[src/hw/rtl/ckt_pkg.sv]
// Shared constants, types and codes for the counted key table.
package ckt_pkg;

  localparam int TABLE_SLOTS  = 16;
  localparam int MARKER_SLOTS = 4;
  localparam logic [7:0] EMPTY_KEY = 8'hFF;

  localparam int SLOT_W   = (TABLE_SLOTS > 1) ? $clog2(TABLE_SLOTS) : 1;
  localparam int MIDX_W   = (MARKER_SLOTS > 1) ? $clog2(MARKER_SLOTS) : 1;
  localparam int SCAN_LEN = (TABLE_SLOTS > MARKER_SLOTS) ? TABLE_SLOTS : MARKER_SLOTS;
  localparam int IDX_W    = (SCAN_LEN > 1) ? $clog2(SCAN_LEN) : 1;
  localparam int USED_W   = $clog2(TABLE_SLOTS + 1);

  typedef enum logic [1:0] {
    CMD_ADD    = 2'd0,
    CMD_REMOVE = 2'd1,
    CMD_LOOKUP = 2'd2,
    CMD_MARK   = 2'd3
  } cmd_t;

  typedef enum logic [1:0] {
    ST_IDLE,
    ST_SCAN,
    ST_APPLY,
    ST_DONE
  } state_t;

  // Write and counter update controls from the sequencer to the storage.
  typedef struct packed {
    logic              key_we;
    logic              cnt_we;
    logic [SLOT_W-1:0] waddr;
    logic [7:0]        wkey;
    logic [7:0]        wcnt;
    logic              mark_we;
    logic [MIDX_W-1:0] maddr;
    logic [7:0]        mkey;
    logic              used_inc;
    logic              used_dec;
  } store_wr_t;

  // Read addresses from the sequencer.
  typedef struct packed {
    logic [IDX_W-1:0]  scan_idx;
    logic [SLOT_W-1:0] cnt_idx;
  } store_addr_t;

  // Read data back to the sequencer.
  typedef struct packed {
    logic [7:0]        scan_key;
    logic              scan_key_ok;
    logic [7:0]        scan_mark;
    logic              scan_mark_ok;
    logic [7:0]        hit_cnt;
    logic [USED_W-1:0] used;
  } store_rd_t;

endpackage

[src/hw/rtl/ckt_ifs.sv]
// Request and result channel interfaces of the counted key table.
interface ckt_cmd_if;
  logic       valid;
  logic       ready;
  logic [1:0] command;
  logic [7:0] item_key;
  logic [7:0] amount;
  logic [2:0] marker_slot;

  modport source (output valid, command, item_key, amount, marker_slot, input ready);
  modport sink (input valid, command, item_key, amount, marker_slot, output ready);
endinterface

interface ckt_res_if;
  logic       valid;
  logic       ready;
  logic       ok;
  logic [7:0] held_count;
  logic       found;
  logic [3:0] slot_index;
  logic       is_marked;
  logic [4:0] used_slots;

  modport source (output valid, ok, held_count, found, slot_index, is_marked, used_slots,
                  input ready);
  modport sink (input valid, ok, held_count, found, slot_index, is_marked, used_slots,
                output ready);
endinterface

[src/hw/rtl/ckt_store.sv]
// Slot keys, slot counts, marker keys and the occupied-slot counter.
module ckt_store
  import ckt_pkg::*;
(
  input  logic        clk,
  input  logic        rst,
  input  store_wr_t   wr,
  input  store_addr_t addr,
  output store_rd_t   rd
);

  logic [7:0]        slot_keys   [TABLE_SLOTS];
  logic [7:0]        slot_counts [TABLE_SLOTS];
  logic [7:0]        marker_keys [MARKER_SLOTS];
  logic [USED_W-1:0] used;

  always_ff @(posedge clk) begin
    if (rst) begin
      for (int i = 0; i < TABLE_SLOTS; i++) begin
        slot_keys[i] <= EMPTY_KEY;
      end
      for (int i = 0; i < MARKER_SLOTS; i++) begin
        marker_keys[i] <= EMPTY_KEY;
      end
      used <= '0;
    end else begin
      if (wr.key_we) begin
        slot_keys[wr.waddr] <= wr.wkey;
      end
      if (wr.mark_we) begin
        marker_keys[wr.maddr] <= wr.mkey;
      end
      if (wr.used_inc) begin
        used <= used + USED_W'(1);
      end else if (wr.used_dec) begin
        used <= used - USED_W'(1);
      end
    end
  end

  // A count is only ever read for an occupied slot, so it needs no reset.
  always_ff @(posedge clk) begin
    if (wr.cnt_we) begin
      slot_counts[wr.waddr] <= wr.wcnt;
    end
  end

  always_comb begin
    rd.scan_key_ok  = ({1'b0, addr.scan_idx} < (IDX_W + 1)'(TABLE_SLOTS));
    rd.scan_mark_ok = ({1'b0, addr.scan_idx} < (IDX_W + 1)'(MARKER_SLOTS));
    rd.scan_key     = slot_keys[addr.scan_idx[SLOT_W-1:0]];
    rd.scan_mark    = marker_keys[addr.scan_idx[MIDX_W-1:0]];
    rd.hit_cnt      = slot_counts[addr.cnt_idx];
    rd.used         = used;
  end

  a_used_bound: assert property (@(posedge clk) disable iff (rst)
    used <= USED_W'(TABLE_SLOTS))
    else $error("occupied count exceeds table size");

  a_used_one_way: assert property (@(posedge clk) disable iff (rst)
    !(wr.used_inc && wr.used_dec))
    else $error("occupied count asked to rise and fall at once");

  a_fill_empty: assert property (@(posedge clk) disable iff (rst)
    wr.used_inc |-> (wr.key_we && wr.wkey != EMPTY_KEY && slot_keys[wr.waddr] == EMPTY_KEY))
    else $error("slot filled that was not empty");

endmodule

[src/hw/rtl/ckt_ctrl.sv]
// Sequencer: scans the slots and marker slots one index at a time, then applies the command.
module ckt_ctrl
  import ckt_pkg::*;
(
  input  logic          clk,
  input  logic          rst,
  ckt_cmd_if.sink       cmd,
  ckt_res_if.source     res,
  output store_wr_t     wr,
  output store_addr_t   addr,
  input  store_rd_t     rd
);

  state_t            state, state_next;
  logic [IDX_W-1:0]  idx;
  cmd_t              cmd_q;
  logic [7:0]        key_q;
  logic [7:0]        amt_q;
  logic [2:0]        mslot_q;
  logic              hit, efound, marked;
  logic [SLOT_W-1:0] hit_idx, empty_idx;

  logic              ok_n, found_n;
  logic [7:0]        cnt_n;
  logic [SLOT_W-1:0] sidx_n;

  logic              accept, reserved, amt_ok, mslot_ok, scan_last;
  logic              key_match, empty_match, mark_match;
  logic [7:0]        cnt_sum, cnt_diff;

  assign accept      = cmd.valid && cmd.ready;
  assign cmd.ready   = (state == ST_IDLE);
  assign res.valid   = (state == ST_DONE);
  assign reserved    = (key_q == EMPTY_KEY);
  assign amt_ok      = (amt_q != 8'd0);
  assign mslot_ok    = ({1'b0, cmd.marker_slot} < 4'(MARKER_SLOTS));
  assign scan_last   = (idx == IDX_W'(SCAN_LEN - 1));
  assign key_match   = rd.scan_key_ok && !reserved && (rd.scan_key == key_q);
  assign empty_match = rd.scan_key_ok && (rd.scan_key == EMPTY_KEY);
  assign mark_match  = rd.scan_mark_ok && !reserved && (rd.scan_mark == key_q);
  assign cnt_sum     = rd.hit_cnt + amt_q;
  assign cnt_diff    = rd.hit_cnt - amt_q;

  assign addr.scan_idx = idx;
  assign addr.cnt_idx  = hit_idx;

  always_ff @(posedge clk) begin
    if (rst) begin
      state <= ST_IDLE;
    end else begin
      state <= state_next;
    end
  end

  always_ff @(posedge clk) begin
    unique case (state)
      ST_IDLE: begin
        if (accept) begin
          cmd_q   <= cmd_t'(cmd.command);
          key_q   <= cmd.item_key;
          amt_q   <= cmd.amount;
          mslot_q <= cmd.marker_slot;
          idx     <= '0;
          hit     <= 1'b0;
          efound  <= 1'b0;
          marked  <= 1'b0;
          hit_idx <= '0;
        end
      end
      ST_SCAN: begin
        // First match wins, so the lowest slot is kept for both searches.
        if (key_match && !hit) begin
          hit     <= 1'b1;
          hit_idx <= idx[SLOT_W-1:0];
        end
        if (empty_match && !efound) begin
          efound    <= 1'b1;
          empty_idx <= idx[SLOT_W-1:0];
        end
        if (mark_match) begin
          marked <= 1'b1;
        end
        idx <= idx + IDX_W'(1);
      end
      ST_APPLY: begin
        res.ok         <= ok_n;
        res.found      <= found_n;
        res.held_count <= found_n ? cnt_n : 8'd0;
        res.slot_index <= found_n ? 4'(sidx_n) : 4'd0;
        res.is_marked  <= marked;
      end
      ST_DONE: begin
      end
      default: begin
      end
    endcase
  end

  // The occupied count is written at the same edge that loads the result fields,
  // so it is shown straight from the store while the result waits.
  assign res.used_slots = 5'(rd.used);

  always_comb begin
    state_next  = state;
    wr          = '0;
    wr.mkey     = cmd.item_key;
    wr.maddr    = cmd.marker_slot[MIDX_W-1:0];
    wr.wkey     = key_q;
    wr.waddr    = hit_idx;
    wr.wcnt     = cnt_sum;
    ok_n        = 1'b0;
    found_n     = hit;
    cnt_n       = rd.hit_cnt;
    sidx_n      = hit_idx;

    unique case (state)
      ST_IDLE: begin
        if (accept) begin
          // Marker slots are written up front, so the scan sees the new marker.
          wr.mark_we = (cmd_t'(cmd.command) == CMD_MARK) && mslot_ok;
          state_next = ST_SCAN;
        end
      end
      ST_SCAN: begin
        if (scan_last) begin
          state_next = ST_APPLY;
        end
      end
      ST_APPLY: begin
        state_next = ST_DONE;
        unique case (cmd_q)
          CMD_ADD: begin
            if (!reserved && amt_ok) begin
              if (hit) begin
                wr.cnt_we = 1'b1;
                ok_n      = 1'b1;
                cnt_n     = cnt_sum;
              end else if (efound) begin
                wr.key_we   = 1'b1;
                wr.cnt_we   = 1'b1;
                wr.waddr    = empty_idx;
                wr.wcnt     = amt_q;
                wr.used_inc = 1'b1;
                ok_n        = 1'b1;
                found_n     = 1'b1;
                cnt_n       = amt_q;
                sidx_n      = empty_idx;
              end
            end
          end
          CMD_REMOVE: begin
            if (!reserved && amt_ok && hit && rd.hit_cnt >= amt_q) begin
              wr.cnt_we = 1'b1;
              wr.wcnt   = cnt_diff;
              ok_n      = 1'b1;
              cnt_n     = cnt_diff;
              if (cnt_diff == 8'd0) begin
                wr.key_we   = 1'b1;
                wr.wkey     = EMPTY_KEY;
                wr.used_dec = 1'b1;
                found_n     = 1'b0;
              end
            end
          end
          CMD_LOOKUP: begin
            ok_n = hit;
          end
          CMD_MARK: begin
            ok_n = ({1'b0, mslot_q} < 4'(MARKER_SLOTS));
          end
          default: begin
          end
        endcase
      end
      ST_DONE: begin
        if (res.ready) begin
          state_next = ST_IDLE;
        end
      end
      default: begin
        state_next = ST_IDLE;
      end
    endcase
  end

  a_accept_starts_scan: assert property (@(posedge clk) disable iff (rst)
    accept |=> (state == ST_SCAN && idx == '0))
    else $error("request accepted without starting a scan at slot zero");

  a_scan_ends: assert property (@(posedge clk) disable iff (rst)
    (state == ST_SCAN && scan_last) |=> state == ST_APPLY)
    else $error("scan did not hand over to apply after the last slot");

  a_found_after_ok_add: assert property (@(posedge clk) disable iff (rst)
    (state == ST_APPLY && cmd_q == CMD_ADD && ok_n) |=> (res.valid && res.found))
    else $error("successful add reported the key as absent");

  a_reserved_never_found: assert property (@(posedge clk) disable iff (rst)
    (state == ST_SCAN && reserved) |=> !hit)
    else $error("reserved key matched a slot");

endmodule

[src/hw/rtl/counted_key_table.sv]
// Top level of the counted key table: sequencer plus slot storage.
//
//   channel  dir  handshake     fields
//   cmd      in   valid/ready   command, item_key, amount, marker_slot
//   res      out  valid/ready   ok, held_count, found, slot_index, is_marked, used_slots
//
// Each request passes through these states from accept to result valid and back to ready:
// the accept in idle, a scan of one slot per cycle through the key, empty and marker
// comparators, the apply state, and the done state showing the result.
// The result holds until taken; ready stays low from accept until then.
// Synchronous reset empties every slot and marker at once; no clearing pass is needed.
module counted_key_table
  import ckt_pkg::*;
(
  input  logic      clk,
  input  logic      rst,
  ckt_cmd_if.sink   cmd,
  ckt_res_if.source res
);

  store_wr_t   wr;
  store_addr_t addr;
  store_rd_t   rd;

  ckt_ctrl u_ctrl (
    .clk  (clk),
    .rst  (rst),
    .cmd  (cmd),
    .res  (res),
    .wr   (wr),
    .addr (addr),
    .rd   (rd)
  );

  ckt_store u_store (
    .clk  (clk),
    .rst  (rst),
    .wr   (wr),
    .addr (addr),
    .rd   (rd)
  );

endmodule
[src/flat_wrapper.sv]
// flat-port wrapper written by rule: the top's interface ports become plain ports
module counted_key_table_flat import ckt_pkg::*;
  (clk, rst, cmd_valid, cmd_command, cmd_item_key, cmd_amount, cmd_marker_slot, cmd_ready, res_valid, res_ok, res_held_count, res_found, res_slot_index, res_is_marked, res_used_slots, res_ready);
  ckt_cmd_if cmd_i ();
  ckt_res_if res_i ();
  input  logic clk;
  input  logic rst;
  input wire logic [$bits(cmd_i.valid)-1:0] cmd_valid;
  input wire logic [$bits(cmd_i.command)-1:0] cmd_command;
  input wire logic [$bits(cmd_i.item_key)-1:0] cmd_item_key;
  input wire logic [$bits(cmd_i.amount)-1:0] cmd_amount;
  input wire logic [$bits(cmd_i.marker_slot)-1:0] cmd_marker_slot;
  output wire logic [$bits(cmd_i.ready)-1:0] cmd_ready;
  output wire logic [$bits(res_i.valid)-1:0] res_valid;
  output wire logic [$bits(res_i.ok)-1:0] res_ok;
  output wire logic [$bits(res_i.held_count)-1:0] res_held_count;
  output wire logic [$bits(res_i.found)-1:0] res_found;
  output wire logic [$bits(res_i.slot_index)-1:0] res_slot_index;
  output wire logic [$bits(res_i.is_marked)-1:0] res_is_marked;
  output wire logic [$bits(res_i.used_slots)-1:0] res_used_slots;
  input wire logic [$bits(res_i.ready)-1:0] res_ready;
  assign cmd_i.valid = cmd_valid;
  assign cmd_i.command = cmd_command;
  assign cmd_i.item_key = cmd_item_key;
  assign cmd_i.amount = cmd_amount;
  assign cmd_i.marker_slot = cmd_marker_slot;
  assign cmd_ready = cmd_i.ready;
  assign res_valid = res_i.valid;
  assign res_ok = res_i.ok;
  assign res_held_count = res_i.held_count;
  assign res_found = res_i.found;
  assign res_slot_index = res_i.slot_index;
  assign res_is_marked = res_i.is_marked;
  assign res_used_slots = res_i.used_slots;
  assign res_i.ready = res_ready;
  counted_key_table u_core (.clk(clk), .rst(rst), .cmd(cmd_i), .res(res_i));
endmodule
[config.mk]
export PLATFORM = sky130hd
export DESIGN_NAME = counted_key_table_flat
export DESIGN_NICKNAME = d
export VERILOG_FILES = /design/src/hw/rtl/ckt_pkg.sv /design/src/hw/rtl/ckt_ifs.sv /design/src/hw/rtl/ckt_store.sv /design/src/hw/rtl/ckt_ctrl.sv /design/src/hw/rtl/counted_key_table.sv /design/src/flat_wrapper.sv
export SDC_FILE = /design/constraint.sdc
export NUM_CORES = 1
export LEC_CHECK = 0
export ABC_AREA = 1
export BUFFER_PORTS_ARGS = -buffer_cell sky130_fd_sc_hd__buf_4
export CAP_MARGIN = 20
export CELL_PAD_IN_SITES_DETAIL_PLACEMENT = 1
export CELL_PAD_IN_SITES_GLOBAL_PLACEMENT = 1
export CORE_UTILIZATION = 45
export DETAILED_ROUTE_END_ITERATION = 16
export PLACE_DENSITY = 0.79
export SLEW_MARGIN = 25
export SYNTH_ARGS = -nofsm -noshare
export SYNTH_HDL_FRONTEND = slang
export SYNTH_SLANG_ARGS = --single-unit
[constraint.sdc]
create_clock -name clk -period 4.2 [get_ports clk]
set_input_delay 0.42 -clock clk [delete_from_list [all_inputs] [get_ports clk]]
set_output_delay 0.42 -clock clk [all_outputs]
set_load 0.03 [all_outputs]
==> flow_metrics.env <==
export IMPL_powerDensity_mw_per_mm2=810
export IMPL_cpMaxStageDelayCell="dfxtp_4"
export IMPL_yosysTopAreaCell="edfxtp_1"
export IMPL_synth_top_area_share_pct=59.0
export IMPL_num_io_pins=47
export IMPL_seq_area_frac_synth_pct=60.7
export IMPL_cts_tree="done"
export IMPL_fin_skew_ps=17.6
export IMPL_drt_pass1_iterations=7
export IMPL_drc_errors=0
export IMPL_slew_violations=0
export IMPL_critPathRequiredTime_ps=4610
export IMPL_clk_latency_ps=550
export IMPL_drt_iter0_markers=924
export IMPL_relSlewSlack_pct=32.8
export IMPL_synth_main_ff_cell="edfxtp_1"
export IMPL_critPathLaunchType="flip-flop"
export IMPL_synth_edf_count=337
export IMPL_synth_common_cells="nand2_1, edfxtp_1, nor2_1"
export IMPL_leakage_uw=0.00779
export IMPL_synth_area_leaders="edfxtp_1, nand2_1, nor2_1"
export IMPL_wire_per_inst_um=21.9
export IMPL_yosysMostFrequentCell="nand2_1"
export IMPL_cp_arrival_ps=4460
export IMPL_gr_usage_all_layers_pct=27.3
export IMPL_crit_chain="bufbuf_16, o21ai_0, o211ai_1, nand3_1, nand2_1, ha_1, inv_1, nand2_1, nor3_2, o211ai_1, nand4_1, nand2_1, inv_2, buf_4, nand4_1, nor2_4, nor2_1, buf_4, nand2_1"
export IMPL_cts_sinks=352
export IMPL_die_y_um=197
export IMPL_viasPerCell=5.55
export IMPL_wirelength_um=53000
export IMPL_synth_warnings=0
export IMPL_cp_end_kind="flip-flop"
export IMPL_cap_violations=0
export IMPL_grt_pass1_vias=14330
export IMPL_vdd_drop_max_v=0.000438
export IMPL_gp_congestion=0.922
export IMPL_vias=13438
export IMPL_postCtsHoldBufs=0
export IMPL_diodes=0
export IMPL_finalWorstSetupSlack_ps=146
export IMPL_hpwl_um=35800
export IMPL_fmax_ghz=0.247
export IMPL_yosysUniqueCellTypes=44
export IMPL_ys_async_sr_fraction_pct=0
export IMPL_grt_max_degree=70
export IMPL_finalHoldViolCount=0
export IMPL_final_nets=1938
export IMPL_hp_class="in -> reg"
export IMPL_grt_overflow=0
export IMPL_cpPeakStageDelay_ps=390
export IMPL_grt_pass1_wl_um=80200
export IMPL_h_tree_depth=2
export IMPL_critPathMaxFanout=13
export IMPL_status="finished, final reports clean"
export IMPL_r2r_cells=19
export IMPL_syn_area_sq_mm=0.0172
export IMPL_ant_nets=0
export IMPL_min_path_cells=1
export IMPL_worst_pin_slew_ps=1000
export IMPL_setup_viol_count_final=0
export IMPL_clockBufferDepth=3
export IMPL_period_share_pct=96.5
export IMPL_dp_slack_ps=-235
export IMPL_antenna_found_initial=0
export IMPL_fp_row_count=71
export IMPL_area_delta_synth_final_pct=17.3
export IMPL_ys_ff_latch=352
export IMPL_fp_dieW_um=197
export IMPL_clkTransAtPathRegs_ps=60
export IMPL_die_area_sq_mm=0.0389
export IMPL_synth_nets=1821
export IMPL_cts_root_buffer="clkbuf_16"
export IMPL_path_class="reg -> reg"
export IMPL_coreArea_sq_mm=0.0376
export IMPL_drive_above_1_share_pct=14.5
export IMPL_syn_avg_cell_area_sq_um=9.71
export IMPL_synthCells=1767
export IMPL_start_util_pct=45.7
export IMPL_period_needed_ps=4050
export IMPL_cts_buffers=38
export IMPL_io_buffer_count=46
export IMPL_worst_path_most_repeated_cell="nand2_1"
export IMPL_post_route_util_pct=53.6
## timing repair
item	4_1_cts	5_1_grt
cloned	2	0
resized for setup	10	31
setup endpoints to repair	301	429
pin swaps	2	10
setup buffers	2	5
## critical path, delay by kind of cell (launching register included)
family | cells | cell delay [ps]
simple gates | 10 | 1560
buf+inv | 5 | 960
compound gates | 3 | 670
flops | 1 | 390
fa+ha+maj | 1 | 330
## per-stage QoR
step	cell area [sq um]	power [uW]	setup TNS, ps	cells	hold WS [ps]
6_report	20100	16300	0	2423	54.0
5_1_grt	20100	17000	-547	2423	50.2
4_1_cts	20000	16000	0	2418	39.7
3_5_place_dp	18700	12300	-30010	2346	432
3_3_place_gp	18700	12000	-11820	2346	437
2_1_floorplan	17200	9320	-9990	1767	400
## registers in the layout, summed over array words and instances (netlist names), 2 cells and up, named ones only
register / count
u_core.u_ctrl.empty_idx: 4
u_core.u_ctrl.res.slot_index: 4
u_core.u_store.marker_keys: 32
u_core.u_ctrl.state: 2
u_core.u_store.slot_counts: 128
u_core.u_ctrl.amt_q: 8
u_core.u_ctrl.res.held_count: 8
u_core.u_ctrl.key_q: 8
u_core.u_ctrl.idx: 4
u_core.u_store.slot_keys: 128
u_core.u_store.used: 5
u_core.u_ctrl.cmd_q: 2
u_core.u_ctrl.hit_idx: 4
## metal layers
metal / vias up / wire length, um / track usage (%)
met4: 0 / 1940 / 11.6
met5: - / 0 / 0
li1: 6184 / - / -
met3: 119 / 2800 / 3.31
met1: 6716 / 20900 / 33.1
met2: 419 / 27300 / 48.8
## where the power goes
| part | total (uW) | switching (uW) | leakage [uW] | internal (uW) |
|---|---|---|---|---|
| Sequential | 5220 | 261 | 0.00282 | 4960 |
| Combinational | 7700 | 5370 | 0.00437 | 2330 |
| Clock | 3380 | 1380 | 0.000599 | 2000 |
| Total | 16300 | 7000 | 0.00779 | 9290 |
## cell type report
cell class | count | area, sq um
clock inverters | 25 | 248
clock buffers | 43 | 991
well taps | 511 | 639
inverters | 162 | 613
fillers | 4178 | 17500
repair buffers | 157 | 1330
flip-flops and latches | 352 | 10400
multi-input cells | 1173 | 5870
## cells in the final DEF (no fill, tap or decap), types with 10 or more instances in the layout
cell type	n
dfxtp_1	12
nor2_8	10
buf_4	146
clkbuf_16	39
nor2_4	10
nand2_1	463
nand2_2	13
o21ai_1	26
inv_1	155
nor2_1	216
o211ai_1	44
clkinv_1	12
o21ai_0	129
nand3_1	126
edfxtp_1	337
a21oi_1	36
ha_1	24
## cells by family (layout without fill, tap and decap cells)
group | after synthesis | after routing | share of synthesized area [%]
simple gates | 869 | 869 | 21.9
flops | 352 | 352 | 60.7
xor+xnor | 15 | 15 | 0.846
buf+inv | 242 | 387 | 5.65
mux | 4 | 4 | 0.233
fa+ha+maj | 29 | 29 | 2.25
compound gates | 256 | 256 | 8.42
## worst paths after layout
check | start | to | slack [ps]
hold reg to reg | u_core.u_ctrl.marked | u_core.u_ctrl.res.is_marked | 460
setup reg to reg | flip-flop | u_core.u_store.slot_keys[10][0] | 150
hold / removal | cmd_amount[1] | u_core.u_ctrl.amt_q[1] | 50
setup / recovery | flip-flop | u_core.u_store.slot_keys[10][0] | 150
(Power assumes the default switching activity.)
